<file path="src/rtl/core/rob_pkg.sv">
package rob_pkg;

	localparam int TAG_W  = 3;
	localparam int REG_W  = 5;
	localparam int DATA_W = 32;

	typedef enum logic [1:0] {
		ST_IDLE,
		ST_READ,
		ST_WRITE
	} rob_state_t;

	// per-beat decisions handed from the controller to the datapath
	typedef struct packed {
		logic advance;
		logic commit;
		logic alloc_ok;
		logic full;
		logic empty;
		logic val_we;
		logic val_sel_wb1;
		logic reg_we;
		logic fwd_wb0;
		logic fwd_wb1;
	} rob_step_t;

endpackage

</file>
<file path="src/rtl/core/rob_ram.sv">
module rob_ram #(
	parameter int WIDTH = 32,
	parameter int DEPTH = 8,
	localparam int ADDR_W = $clog2(DEPTH)
) (
	input  logic              clk,
	input  logic              we,
	input  logic [ADDR_W-1:0] waddr,
	input  logic [WIDTH-1:0]  wdata,
	input  logic              re,
	input  logic [ADDR_W-1:0] raddr,
	output logic [WIDTH-1:0]  rdata
);

	logic [WIDTH-1:0] mem [DEPTH];

	always_ff @(posedge clk) begin
		if (we) begin
			mem[waddr] <= wdata;
		end
		if (re) begin
			rdata <= mem[raddr];
		end
	end

endmodule

</file>
<file path="src/rtl/core/rob_ctrl.sv">
module rob_ctrl #(
	parameter int DEPTH = 8,
	localparam int PTR_W = $clog2(DEPTH),
	localparam int CNT_W = $clog2(DEPTH + 1)
) (
	input  logic                     clk,
	input  logic                     arst_n,
	input  logic                     in_valid,
	output logic                     in_stall,
	input  logic                     out_free,
	input  logic                     alloc_valid,
	input  logic                     wb0_valid,
	input  logic [rob_pkg::TAG_W-1:0] wb0_tag,
	input  logic                     wb1_valid,
	input  logic [rob_pkg::TAG_W-1:0] wb1_tag,
	output logic [PTR_W-1:0]         head,
	output logic [PTR_W-1:0]         tail,
	output logic                     rd_en,
	output rob_pkg::rob_step_t       step
);

	import rob_pkg::*;

	rob_state_t state_q, state_d;
	logic [PTR_W-1:0] head_q, tail_q;
	logic [CNT_W-1:0] count_q, count_d;
	logic [DEPTH-1:0] ready_q, ready_wb, ready_d;
	logic [PTR_W-1:0] wb0_idx, wb1_idx;
	logic             wb0_ok, wb1_ok;
	logic             commit, alloc_ok, advance;

	function automatic logic [PTR_W-1:0] next_ptr(input logic [PTR_W-1:0] p);
		return (p == PTR_W'(DEPTH - 1)) ? '0 : p + 1'b1;
	endfunction

	// tags at or above the depth are dropped
	assign wb0_ok  = wb0_valid && (int'(wb0_tag) < DEPTH);
	assign wb1_ok  = wb1_valid && (int'(wb1_tag) < DEPTH);
	assign wb0_idx = PTR_W'(wb0_tag);
	assign wb1_idx = PTR_W'(wb1_tag);

	always_comb begin
		ready_wb = ready_q;
		if (wb0_ok) begin
			ready_wb[wb0_idx] = 1'b1;
		end
		if (wb1_ok) begin
			ready_wb[wb1_idx] = 1'b1;
		end
	end

	// head entry is busy whenever the count is nonzero
	assign commit   = (count_q != '0) && ready_wb[head_q];
	assign alloc_ok = alloc_valid && ((count_q != CNT_W'(DEPTH)) || commit);
	assign count_d  = count_q - CNT_W'(commit) + CNT_W'(alloc_ok);

	always_comb begin
		ready_d = ready_wb;
		if (commit) begin
			ready_d[head_q] = 1'b0;
		end
		if (alloc_ok) begin
			ready_d[tail_q] = 1'b0;
		end
	end

	always_comb begin
		state_d = state_q;
		case (state_q)
			ST_IDLE: begin
				if (in_valid) begin
					state_d = ST_READ;
				end
			end
			ST_READ: begin
				state_d = ST_WRITE;
			end
			ST_WRITE: begin
				if (out_free) begin
					state_d = ST_IDLE;
				end
			end
			default: begin
				state_d = ST_IDLE;
			end
		endcase
	end

	always_comb begin
		in_stall = 1'b1;
		rd_en    = 1'b0;
		advance  = 1'b0;
		step     = '0;
		case (state_q)
			ST_IDLE: begin
				in_stall = 1'b0;
			end
			ST_READ: begin
				rd_en       = 1'b1;
				step.val_we = wb0_ok;
			end
			ST_WRITE: begin
				advance          = out_free;
				step.val_we      = out_free && wb1_ok;
				step.val_sel_wb1 = 1'b1;
				step.reg_we      = out_free && alloc_ok;
			end
			default: begin
				in_stall = 1'b1;
			end
		endcase
		step.advance  = advance;
		step.commit   = commit;
		step.alloc_ok = alloc_ok;
		step.full     = (count_d == CNT_W'(DEPTH));
		step.empty    = (count_d == '0);
		step.fwd_wb0  = wb0_ok && (wb0_idx == head_q);
		step.fwd_wb1  = wb1_ok && (wb1_idx == head_q);
	end

	always_ff @(posedge clk or negedge arst_n) begin
		if (!arst_n) begin
			state_q <= ST_IDLE;
			head_q  <= '0;
			tail_q  <= '0;
			count_q <= '0;
			ready_q <= '0;
		end else begin
			state_q <= state_d;
			if (advance) begin
				if (commit) begin
					head_q <= next_ptr(head_q);
				end
				if (alloc_ok) begin
					tail_q <= next_ptr(tail_q);
				end
				count_q <= count_d;
				ready_q <= ready_d;
			end
		end
	end

	assign head = head_q;
	assign tail = tail_q;

endmodule

</file>
<file path="src/rtl/core/reorder_buffer_core.sv">
// Reorder buffer with in-order retirement.
// Input channel (in_valid / in_stall): one beat is one pipeline step carrying
// an optional allocation request and two optional ALU writebacks.
// Output channel (out_valid / out_stall): exactly one beat per input beat with
// the allocation answer, the optional commit of the head entry and the
// full / empty status after the step.
// Within a step the writebacks apply first, then the head commits if ready,
// then the tail is allocated if there is room (a same-step commit frees one).
// Timing: a beat is accepted in the idle state; the read state reads the head
// entry from the value and register memories and writes writeback 0; the
// write state writes writeback 1 and the allocation, updates the pointers and
// loads the output register. No new beat is taken until the last leaves the
// write state, as the one-write-port value memory takes the writebacks in separate states.
// A finished result waits in the output register while out_stall is high; the
// next input beat may be accepted meanwhile, and its step holds in the write
// state until the output register is free.
// Reset clears the pointers, the count and the ready flags; the memories need
// no clearing since an entry is only read after it has been allocated.
module reorder_buffer_core #(
	parameter int DEPTH = 8
) (
	input  logic                      clk,
	input  logic                      arst_n,
	input  logic                      in_valid,
	output logic                      in_stall,
	input  logic                      alloc_valid,
	input  logic [rob_pkg::REG_W-1:0]  alloc_reg,
	input  logic                      wb0_valid,
	input  logic [rob_pkg::TAG_W-1:0]  wb0_tag,
	input  logic [rob_pkg::DATA_W-1:0] wb0_value,
	input  logic                      wb1_valid,
	input  logic [rob_pkg::TAG_W-1:0]  wb1_tag,
	input  logic [rob_pkg::DATA_W-1:0] wb1_value,
	output logic                      out_valid,
	input  logic                      out_stall,
	output logic                      alloc_accepted,
	output logic [rob_pkg::TAG_W-1:0]  alloc_tag,
	output logic                      commit_valid,
	output logic [rob_pkg::REG_W-1:0]  commit_reg,
	output logic [rob_pkg::DATA_W-1:0] commit_value,
	output logic                      buffer_full,
	output logic                      buffer_empty
);

	import rob_pkg::*;

	localparam int PTR_W = $clog2(DEPTH);

	// latched input beat
	logic              alloc_valid_q;
	logic [REG_W-1:0]  alloc_reg_q;
	logic              wb0_valid_q, wb1_valid_q;
	logic [TAG_W-1:0]  wb0_tag_q, wb1_tag_q;
	logic [DATA_W-1:0] wb0_value_q, wb1_value_q;

	logic [PTR_W-1:0]  head, tail;
	logic              rd_en, out_free;
	rob_step_t         step;

	logic [DATA_W-1:0] val_rdata, val_wdata, head_value;
	logic [PTR_W-1:0]  val_waddr;
	logic [REG_W-1:0]  reg_rdata;

	// output register
	logic              out_valid_q;
	logic              alloc_accepted_q, commit_valid_q, buffer_full_q, buffer_empty_q;
	logic [TAG_W-1:0]  alloc_tag_q;
	logic [REG_W-1:0]  commit_reg_q;
	logic [DATA_W-1:0] commit_value_q;

	assign out_free = !out_valid_q || !out_stall;

	always_ff @(posedge clk) begin
		if (in_valid && !in_stall) begin
			alloc_valid_q <= alloc_valid;
			alloc_reg_q   <= alloc_reg;
			wb0_valid_q   <= wb0_valid;
			wb0_tag_q     <= wb0_tag;
			wb0_value_q   <= wb0_value;
			wb1_valid_q   <= wb1_valid;
			wb1_tag_q     <= wb1_tag;
			wb1_value_q   <= wb1_value;
		end
	end

	rob_ctrl #(
		.DEPTH(DEPTH)
	) u_ctrl (
		.clk        (clk),
		.arst_n     (arst_n),
		.in_valid   (in_valid),
		.in_stall   (in_stall),
		.out_free   (out_free),
		.alloc_valid(alloc_valid_q),
		.wb0_valid  (wb0_valid_q),
		.wb0_tag    (wb0_tag_q),
		.wb1_valid  (wb1_valid_q),
		.wb1_tag    (wb1_tag_q),
		.head       (head),
		.tail       (tail),
		.rd_en      (rd_en),
		.step       (step)
	);

	// port 0 writes during the read cycle, port 1 in the update cycle
	assign val_waddr = step.val_sel_wb1 ? PTR_W'(wb1_tag_q) : PTR_W'(wb0_tag_q);
	assign val_wdata = step.val_sel_wb1 ? wb1_value_q : wb0_value_q;

	rob_ram #(
		.WIDTH(DATA_W),
		.DEPTH(DEPTH)
	) u_val_ram (
		.clk  (clk),
		.we   (step.val_we),
		.waddr(val_waddr),
		.wdata(val_wdata),
		.re   (rd_en),
		.raddr(head),
		.rdata(val_rdata)
	);

	rob_ram #(
		.WIDTH(REG_W),
		.DEPTH(DEPTH)
	) u_reg_ram (
		.clk  (clk),
		.we   (step.reg_we),
		.waddr(tail),
		.wdata(alloc_reg_q),
		.re   (rd_en),
		.raddr(head),
		.rdata(reg_rdata)
	);

	// this beat's writebacks override the stored head value, port 1 first
	assign head_value = step.fwd_wb1 ? wb1_value_q :
	                    step.fwd_wb0 ? wb0_value_q : val_rdata;

	always_ff @(posedge clk or negedge arst_n) begin
		if (!arst_n) begin
			out_valid_q <= 1'b0;
		end else if (step.advance) begin
			out_valid_q <= 1'b1;
		end else if (!out_stall) begin
			out_valid_q <= 1'b0;
		end
	end

	always_ff @(posedge clk) begin
		if (step.advance) begin
			alloc_accepted_q <= step.alloc_ok;
			alloc_tag_q      <= step.alloc_ok ? TAG_W'(tail) : '0;
			commit_valid_q   <= step.commit;
			commit_reg_q     <= step.commit ? reg_rdata : '0;
			commit_value_q   <= step.commit ? head_value : '0;
			buffer_full_q    <= step.full;
			buffer_empty_q   <= step.empty;
		end
	end

	assign out_valid      = out_valid_q;
	assign alloc_accepted = alloc_accepted_q;
	assign alloc_tag      = alloc_tag_q;
	assign commit_valid   = commit_valid_q;
	assign commit_reg     = commit_reg_q;
	assign commit_value   = commit_value_q;
	assign buffer_full    = buffer_full_q;
	assign buffer_empty   = buffer_empty_q;

endmodule
</file>
<file path="config.mk">
export PLATFORM = sky130hd
export DESIGN_NAME = reorder_buffer_core
export DESIGN_NICKNAME = d
export VERILOG_FILES = /design/src/rtl/core/rob_pkg.sv /design/src/rtl/core/rob_ram.sv /design/src/rtl/core/rob_ctrl.sv /design/src/rtl/core/reorder_buffer_core.sv
export SDC_FILE = /design/constraint.sdc
export NUM_CORES = 1
export LEC_CHECK = 0
export CORE_ASPECT_RATIO = 1.5
export CORE_MARGIN = 5
export CORE_UTILIZATION = 63
export CTS_BUF_LIST = sky130_fd_sc_hd__clkbuf_16
export DETAILED_ROUTE_END_ITERATION = 10
export DONT_BUFFER_PORTS = 1
export GPL_ROUTABILITY_DRIVEN = 0
export GPL_TIMING_DRIVEN = 0
export PLACE_DENSITY_LB_ADDON = 0.12
export SYNTH_ARGS = -nofsm -noshare
export SYNTH_HDL_FRONTEND = slang
export SYNTH_SLANG_ARGS = --single-unit
</file>
<file path="constraint.sdc">
create_clock -name clk -period 4.4 [get_ports clk]
set_input_delay 0.22 -clock clk [delete_from_list [all_inputs] [get_ports clk]]
set_output_delay 0.22 -clock clk [all_outputs]
set_load 0.01 [all_outputs]
</file>
Word-level counts from Yosys, hierarchy flattened
Memories as Yosys holds them, arrays and structs flattened. A register that Yosys moved wholly into a read port is not among the register bits.
Cells that the tools add are included.
- bits of input ports: 82
- bits in read-only memories: 0
- register bits after elaboration: 143
- memory bits (writable): 296
- output and inout bits: 46
- memories kept: 2
- logic and storage cells: 107
- bits in latches: 0
- memories (name ; words ; width ; rd ports ; clocked after memory_dff ; write ports ; RTL line ; RTL):
    u_val_ram.mem ; 8 ; 32 ; 1 ; 1 ; 1 ; rob_ram.sv:15 ; logic [WIDTH-1:0] mem [DEPTH];
    u_reg_ram.mem ; 8 ; 5 ; 1 ; 1 ; 1 ; rob_ram.sv:15 ;
- add/sub/neg operators: 4
- bitwise operators: 6
- eq/ne operators: 11
- magnitude comparators: 8
- multiplexer cells: 34
- divide/modulo/power cells: 0
- shift-type cells: 0
- multiply operators: 0
- reductions and logical operators: 21
- operators by type and width (operator ; count):
    32-bit two-way mux ; 3
    8-bit two-way mux ; 4
    8-bit AND ; 2
    3-bit by 4-bit less-than comparator with 1-bit output (second input constant) ; 4
    8-bit NOT ; 2
    8-bit OR ; 2
    1-bit two-way mux ; 14
    1-bit demux with 3-bit select ; 4
    3-bit by 1-bit >= comparator with 1-bit output (second input constant) ; 4
    1-bit logical AND ; 11
    3-bit two-way mux ; 3
    3-bit by 1-bit adder with 3-bit output (second input constant) ; 2
    3-bit == test ; 2
    3-bit == test (second input constant) ; 2
    2-bit two-way mux ; 3
    2-bit case mux with 3 select lines ; 1
    2-bit AND reduction ; 3
    4-bit by 1-bit adder with 4-bit output ; 1
    4-bit == test (second input constant) ; 1
    4-bit logical NOT ; 1
    2-bit by 1-bit inequality test with 1-bit output (second input constant) ; 2
    4-bit inequality test (second input constant) ; 1
    4-bit nonzero test ; 1
    4-bit by 1-bit subtractor with 4-bit output ; 1
    8 further kinds ; 10

Longest topological paths before layout
Gate-level depths: netlist of run 1.
- word-level depth: 17
- gate-level depth with buffers: 15

Hierarchy
A second synthesis of run 1 with hierarchy kept.
- cell total of the unflattened synthesis: 960
- area total of the unflattened synthesis: 19581.3 µm²
- modules (own cells, without submodules) (module ; seq. area each (µm²) ; instances ; area each (µm²) ; cells an instance):
    rob_ram (u_val_ram) ; 8648.3 ; 1 ; 10786.6 ; 415
    reorder_buffer_core ; 3688.5 ; 1 ; 5301.3 ; 283
    rob_ctrl ; 500.5 ; 1 ; 1749.2 ; 187
    rob_ram (u_reg_ram) ; 1351.3 ; 1 ; 1744.2 ; 75

Least setup slack after synthesis of run 1
OpenSTA, ideal clock, no wires.
- path type: reg-to-reg
- from: register u_ctrl.state_q[1]
- to: memory u_val_ram.mem[7][0] (enable)
- library setup time: 0.421 ns
- clock period less this slack: 3.766 ns
- cell stages (with the launch flop): 7
- arrival: 3.345 ns
- setup slack: 0.634 ns
- cell sequence: dfrtp_1 -> inv_1 -> ha_1 -> a22oi_1 -> nor2b_1 -> nand2b_1 -> nor2_1
- longest elaborated chain between the ends: 4
- elaborated cells on any way between the ends: 7
- those cells by class: 2 x eq/ne; 5 x mux
- ends and longest elaborated chain (element ; RTL line ; RTL):
    start: declaration ; rob_ctrl.sv:24 ; rob_state_t state_q, state_d;
    start signal: assignment ; rob_ctrl.sv:129 ; state_q <= state_d;
    2-bit == test / 2-bit by 1-bit == test with 1-bit output (equally long branches) ; rob_ctrl.sv:94 ; case (state_q)
    1-bit case mux with 2 select lines ; rob_ctrl.sv:94 ;
    1-bit two-way mux ; rob_ram.sv:18 ; if (we) begin
    1-bit two-way mux (not written as such) ; rob_ram.sv:19 ; mem[waddr] <= wdata;
    end: declaration ; rob_ram.sv:15 ;
Several ways; a longest one is shown, not always the timed one.

Worst setup path in the final report of run 1
- from: register u_ctrl.state_q[0]
- to: memory u_val_ram.mem[6][23] (enable)
The elaborated chain is that of the path after synthesis.

==> flow_summary.ini, run 1 <==
[worst_hold_path]
hold_class = input port to register

[die]
ioPinCount = 128
start_util_pct = 63.98
core_um2 = 28720
die_w_um = 149.4
rows = 76
dieArea_um2 = 32750
die_y_um = 219.2

[timing]
final_max_slew_viol_count = 0
finClkSkew_ns = 0.02090
finalSetupViolCount = 0
tightest_slew_ns = 1.236
slew_headroom_pct = 16.83
whs_ns = 0.06958
max_freq_ghz = 0.2743
period_needed_ns = 3.645
finalCritPeriodShare_pct = 82.85
hold_viol_final = 0
fin_tns_setup_ns = 0
finalWorstSetupSlack_ns = 0.7548
rsz0062_at_grt = false

[routing]
ant_nets = 0
drtIter0Drc = 1025
drc_errors = 0
vias = 10370
wl_per_cell_um = 27.24
vias_per_cell = 6.484
dr.pass1.iters = 6
wl_um = 43560

[critical_path]
startpoint_type = register
slowest_delay_ns = 0.75
cpMaxStageDelayCell = clkbuf_1
cp-endpoint = u_val_ram.mem[6][23]$_DFFE_PP_
critPathLaunch = u_ctrl.state_q[0]$_DFFE_PN0P_
critPathTopFamily = buffers and inverters
rr_endpoint = u_val_ram.mem[6][23]$_DFFE_PP_
r2r_slack_ns = 0.75
path_max_fanout = 18
crit_buf_inv = 4
cp-end-kind = register
cp.arrival_ns = 3.88
crit_path_cell_trace = inv_1 > ha_1 > buf_1 > clkbuf_1 > a31oi_1 > nor2_4 > buf_12
rr_startpoint = u_ctrl.state_q[0]$_DFFE_PN0P_
crit_type = register to register
r2r_cells = 7
worst-path-stages = 7
cp_data_required_time_ns = 4.64

[place]
dp_slack_ns = 0.7793
dp_cells = 1443
dp_hpwl_um = 26950
portBuffers = 0

[cells_and_area]
layout.cells.non_filler = 1599
layout_commonest_cell = edfxtp_1
largest_reg_flops = 256
post-route-util_pct = 74.07
diodes = 0
layout_common_cells = 455 x edfxtp_1, 149 x a22oi_1, 80 x dlygate4sd3_1, 44 x nor2_1
nets = 1275
area_growth_pct = 15.78
largestRegisters = u_val_ram.mem: 256 flops, u_reg_ram.mem: 40 flops
largest-register = u_val_ram.mem
drive_above_1_share_pct = 14.64

[power_and_ir_drop]
peakVddDrop_mv = 0.7237
power_density_nw_per_um2 = 681.1
power.leakage_nw = 7.075

[clock_network]
clk_latency_ns = 0.55
cts_made_buffers = 42
clk_path_buf_depth = 3
cts_sinks = 476
cts_tree = built
clk_pin_slew_ns = 0.06
root_buffer = clkbuf_16
htree_levels = 2

[run]
cap_violations = 0

[yosys]
ys_types = 59
syn_nets = 1141
ys.warnings.count = 0
syn_inst = 1043
yosysTopAreaCellShare_pct = 74.37
ys.flop_type = edfxtp_1
async_reset_ff_share_pct = 4.412
synth_area_leaders = edfxtp_1 74%, a22oi_1 6.1%, dfrtp_1 2.9%
syn-cell-area_um2 = 18370
synth_edf_count = 455
synth_top_area_cell = edfxtp_1
syn_avg_cell_area_um2 = 17.62
ys_seq_area_share_pct = 77.23
ys_seq_elements = 476

[grt]
grt_pass1_vias = 10650
track_usage_pct = 26.85
antenna_found_initial = 0
grt_pass1_wl_um = 64020
overflow = 0
grt_start_max_net_pins = 54

[outcome]
outcome = finished, final reports clean
==> cells in the mapped netlist, types with 7 or more instances <==
library cell	count
a211oi_2	30
a21oi_1	10
a22oi_1	149
and2_1	8
clkbuf_1	43
dfrtp_1	21
edfxtp_1	455
ha_1	15
inv_1	16
mux2_2	40
mux2i_1	33
nand2_1	17
nand2b_1	11
nand4_1	40
nor2_1	52
nor3_1	8
xnor2_1	7
==> worst min-delay path by stage <==
stage | startpoint | to | slack, ns | cells after the start
5_1_grt | in_valid | u_ctrl.state_q[0]$_DFFE_PN0P_ | 0.1 | 2
3_3_place_gp | arst_n | u_ctrl.tail[0]$_DFFE_PN0P_ | -0.07 | 0
3_5_place_dp | arst_n | u_ctrl.tail[2]$_DFFE_PN0P_ | -0.07 | 0
6_report | in_valid | u_ctrl.state_q[0]$_DFFE_PN0P_ | 0.07 | 2
4_1_cts | in_valid | u_ctrl.state_q[0]$_DFFE_PN0P_ | 0.06 | 2
2_1_floorplan | arst_n | out_valid$_DFFE_PN0P_ | -0.08 | 0
==> worst register-to-register path: cells and delay by family (launching register included) <==
kind	cells	cell delay, ns
flip-flops	1	0.41
adder cells (fa/ha/maj)	1	0.28
AND/OR/NAND/NOR	1	0.54
AO/OA/AOI/OAI	1	0.36
buffers and inverters	4	1.75
==> per-stage QoR <==
| step | total power, mW | instance area [µm²] |
|---|---|---|
| after floorplan | 9.460 | 18370 |
| after global placement | 10.83 | 18860 |
| after detailed placement | 10.96 | 19150 |
| after CTS | 14.52 | 21270 |
| after global routing | 15.12 | 21270 |
| final | 14.49 | 21270 |
==> per-layer routing <==
layer | share of wire (%) | vias to the layer above | GRT usage (%)
met3 | 7.2 | 108 | 4.751
met5 | 0 | - | 0
li1 | - | 4503 | -
met4 | 3.8 | 0 | 10.44
met2 | 53 | 507 | 48.01
met1 | 36 | 5250 | 32.46
==> what timing repair did <==
action | 4_1_cts | 5_1_grt
hold buffers | 80 | 0
hold endpoints to repair | 100 | 0
setup buffers | 0 | 0
gates resized for setup | 0 | 0
==> kinds of logic (layout without fill, tap and decap cells) <==
logic type / count (synthesis) / in the layout / synth area share, %
adder cells (fa/ha/maj): 16 / 16 / 1.130
XOR/XNOR: 8 / 8 / 0.3814
AO/OA/AOI/OAI: 231 / 231 / 10.37
AND/OR/NAND/NOR: 163 / 163 / 4.808
flip-flops: 476 / 476 / 77.23
buffers and inverters: 75 / 241 / 1.757
multiplexers: 74 / 74 / 4.331
==> where the power goes <==
group	switching, mW	total [mW]	internal (mW)
combinational	2.82	4.26	1.44
clock	1.55	3.52	1.97
sequential	0.402	6.70	6.30
==> final cells by class <==
cell class / instances / area, µm²
Fill cell: 1712 / 7446
Sequential cell: 476 / 14190
Clock inverter: 34 / 261.5
Inverter: 16 / 60.06
Timing Repair Buffer: 90 / 1023
Clock buffer: 42 / 1051
Buffer: 59 / 266.5
Tap cell: 390 / 488.0
Multi-Input combinational cell: 492 / 3933
Power figures use the tool's default switching activity.
==> run 2: changes to the inputs <==
==> constraint.sdc (replaced) <==
create_clock -name clk -period 3.7 [get_ports clk]
set_input_delay 0.185 -clock clk [delete_from_list [all_inputs] [get_ports clk]]
set_output_delay 0.185 -clock clk [all_outputs]
set_load 0.01 [all_outputs]
==> run 2 against run 1 <==
Compared with the run above:
- final area barely moved
- sequential share of layout area is essentially flat
- sequential power is 19% higher
- total power rose by 19%
- critical path type unchanged
- combinational power up 19%
- largest cell class unchanged
- critical path depth up 8
- critical endpoint is now buffer_full$_DFFE_PP_
==> flow_summary.ini, run 2 (same netlist as run 1, synthesis figures left out) <==
[outcome]
outcome = finished, final reports clean

[grt]
met3_usage_pct = 4.751
grt_pass1_vias = 10650
track_usage_pct = 26.85
grt_pass1_wl_um = 64020
use_met2_pct = 48.01
use_met1_pct = 32.46
antenna_found_initial = 0
overflow = 0
busiest_layer = met2
grt_start_max_net_pins = 54

[critical_path]
crit_top_cell = inv_1
crit_path_cell_trace = buf_2 > nor4_1 > o221ai_1 > and4_4 > nand3_4 > buf_6 > inv_1 > ha_1 > inv_1 > ha_1 > inv_1 > fa_1 > xor2_1 > nand3b_1 > nor2_1
cp-endpoint = buffer_full$_DFFE_PP_
cp_data_required_time_ns = 3.98
crit_buf_inv = 5
critPathLaunch = u_ctrl.head[1]$_DFFE_PN0P_
slowest_delay_ns = 0.43
crit_type = register to register
worst-path-stages = 15
cp-end-kind = register
r2r_slack_ns = 0.15
r2r_cells = 15
rr_startpoint = u_ctrl.head[1]$_DFFE_PN0P_
startpoint_type = register
cp.arrival_ns = 3.83
critPathTopFamily = simple AND/OR/NAND/NOR gates
path_max_fanout = 10
rr_endpoint = buffer_full$_DFFE_PP_
cpMaxStageDelayCell = dfrtp_1

[die]
start_util_pct = 63.98
ioPinCount = 128
die_w_um = 149.4
rows = 76
die_y_um = 219.2
dieArea_um2 = 32750
core_um2 = 28720

[timing]
rsz0062_at_grt = false
slew_headroom_pct = 18.22
max_freq_ghz = 0.2814
finalCritPeriodShare_pct = 96.05
finalSetupViolCount = 0
tightest_slew_ns = 1.215
period_needed_ns = 3.554
finClkSkew_ns = 0.01932
hold_viol_final = 0
final_max_slew_viol_count = 0

[cells_and_area]
largest_reg_flops = 256
layout_common_cells = 455 x edfxtp_1, 149 x a22oi_1, 80 x dlygate4sd3_1, 44 x nor2_1, 42 x clkbuf_16
largest-register = u_val_ram.mem
layout_commonest_cell = edfxtp_1
post-route-util_pct = 74.10
largestRegisters = u_val_ram.mem: 256 flops, u_reg_ram.mem: 40 flops
area_growth_pct = 15.82
nets = 1275
drive_above_1_share_pct = 14.81
diodes = 0

[power_and_ir_drop]
power_density_nw_per_um2 = 810.2
internal-power_mw = 11.55
totalPowerFinal_mw = 17.24
power.leakage_nw = 7.080
swShare_pct = 32.99
peakVddDrop_mv = 0.8538
p_comb_share_pct = 29.4
seqPwrFrac_pct = 46.3
p_sw_mw = 5.688
clkPwrFrac_pct = 24.3

[routing]
ant_nets = 0
wl_per_cell_um = 27.22
vias = 10380
wl_um = 43520
dr.pass1.iters = 5
drc_errors = 0
drtIter0Drc = 1042
vias_per_cell = 6.488

[worst_hold_path]
hold_start = in_valid
hold_class = input port to register

[clock_network]
clk_path_buf_depth = 3
cts_sinks = 476
root_buffer = clkbuf_16
cts_tree = built
clk_pin_slew_ns = 0.06
htree_levels = 2
cts_made_buffers = 42
clk_latency_ns = 0.54
postCtsSetupRepairBufs = 0

[run]
cap_violations = 0

[place]
dp_hpwl_um = 26950
portBuffers = 0
run 2: cell counts in the layout (fill, tap and decap cells not counted):
No cell type changed its count.
run 2: worst min path at each step:
stage                                               end  slack (ns)  cells past startpoint
after global placement       u_ctrl.tail[0]$_DFFE_PN0P_       -0.11                      0
final                     u_ctrl.state_q[0]$_DFFE_PN0P_        0.04                      2
after detailed placement     u_ctrl.tail[2]$_DFFE_PN0P_       -0.11                      0
after global routing      u_ctrl.state_q[0]$_DFFE_PN0P_        0.06                      2
after floorplan                   out_valid$_DFFE_PN0P_       -0.11                      0
after CTS                 u_ctrl.state_q[0]$_DFFE_PN0P_        0.02                      2
run 2: area by class of cell:
class	count	area, µm²
sequential	476	14190
fill	1709	7438
multi-input combinational	492	3939
clock buffer	42	1051
timing repair buffer	90	1023
tap	390	488.0
buffer	59	267.8
clock inverter	34	261.5
inverter	16	60.06
run 2: repair_timing:
item	CTS	global route
endpoints found under the hold margin	100	0
setup endpoints to repair	0	20
hold buffers	80	0
gates resized for setup	0	4
run 2: routing by layer:
metal,part of all wire [%],vias to the layer above
li1,-,4495
met1,36,5288
met2,53,485
met3,7.3,107
met4,3.9,0
met5,0,-
run 2: power groups by stage:
stage,registers (mW),clock network (mW),logic [mW]
after floorplan,7.95,0,3.30
after global placement,8.12,0,4.75
after detailed placement,8.07,0,4.96
after CTS,7.97,4.23,5.06
after global routing,8.04,4.49,5.45
final,7.97,4.19,5.08
run 2: through the flow:
stage / instances / cell area, µm² / TNS (ns) / setup WS, ns / hold WS, ns
2_1_floorplan: 1043 / 18370 / -15.90 / -0.06643 / -0.1106
3_3_place_gp: 1433 / 18860 / -640.03 / -2.526 / -0.1097
3_5_place_dp: 1443 / 19150 / 0 / 0.07934 / -0.1097
4_1_cts: 1599 / 21270 / 0 / 0.05037 / 0.02500
5_1_grt: 1599 / 21280 / 0 / 0.004687 / 0.06062
6_report: 1599 / 21280 / 0 / 0.1462 / 0.03520
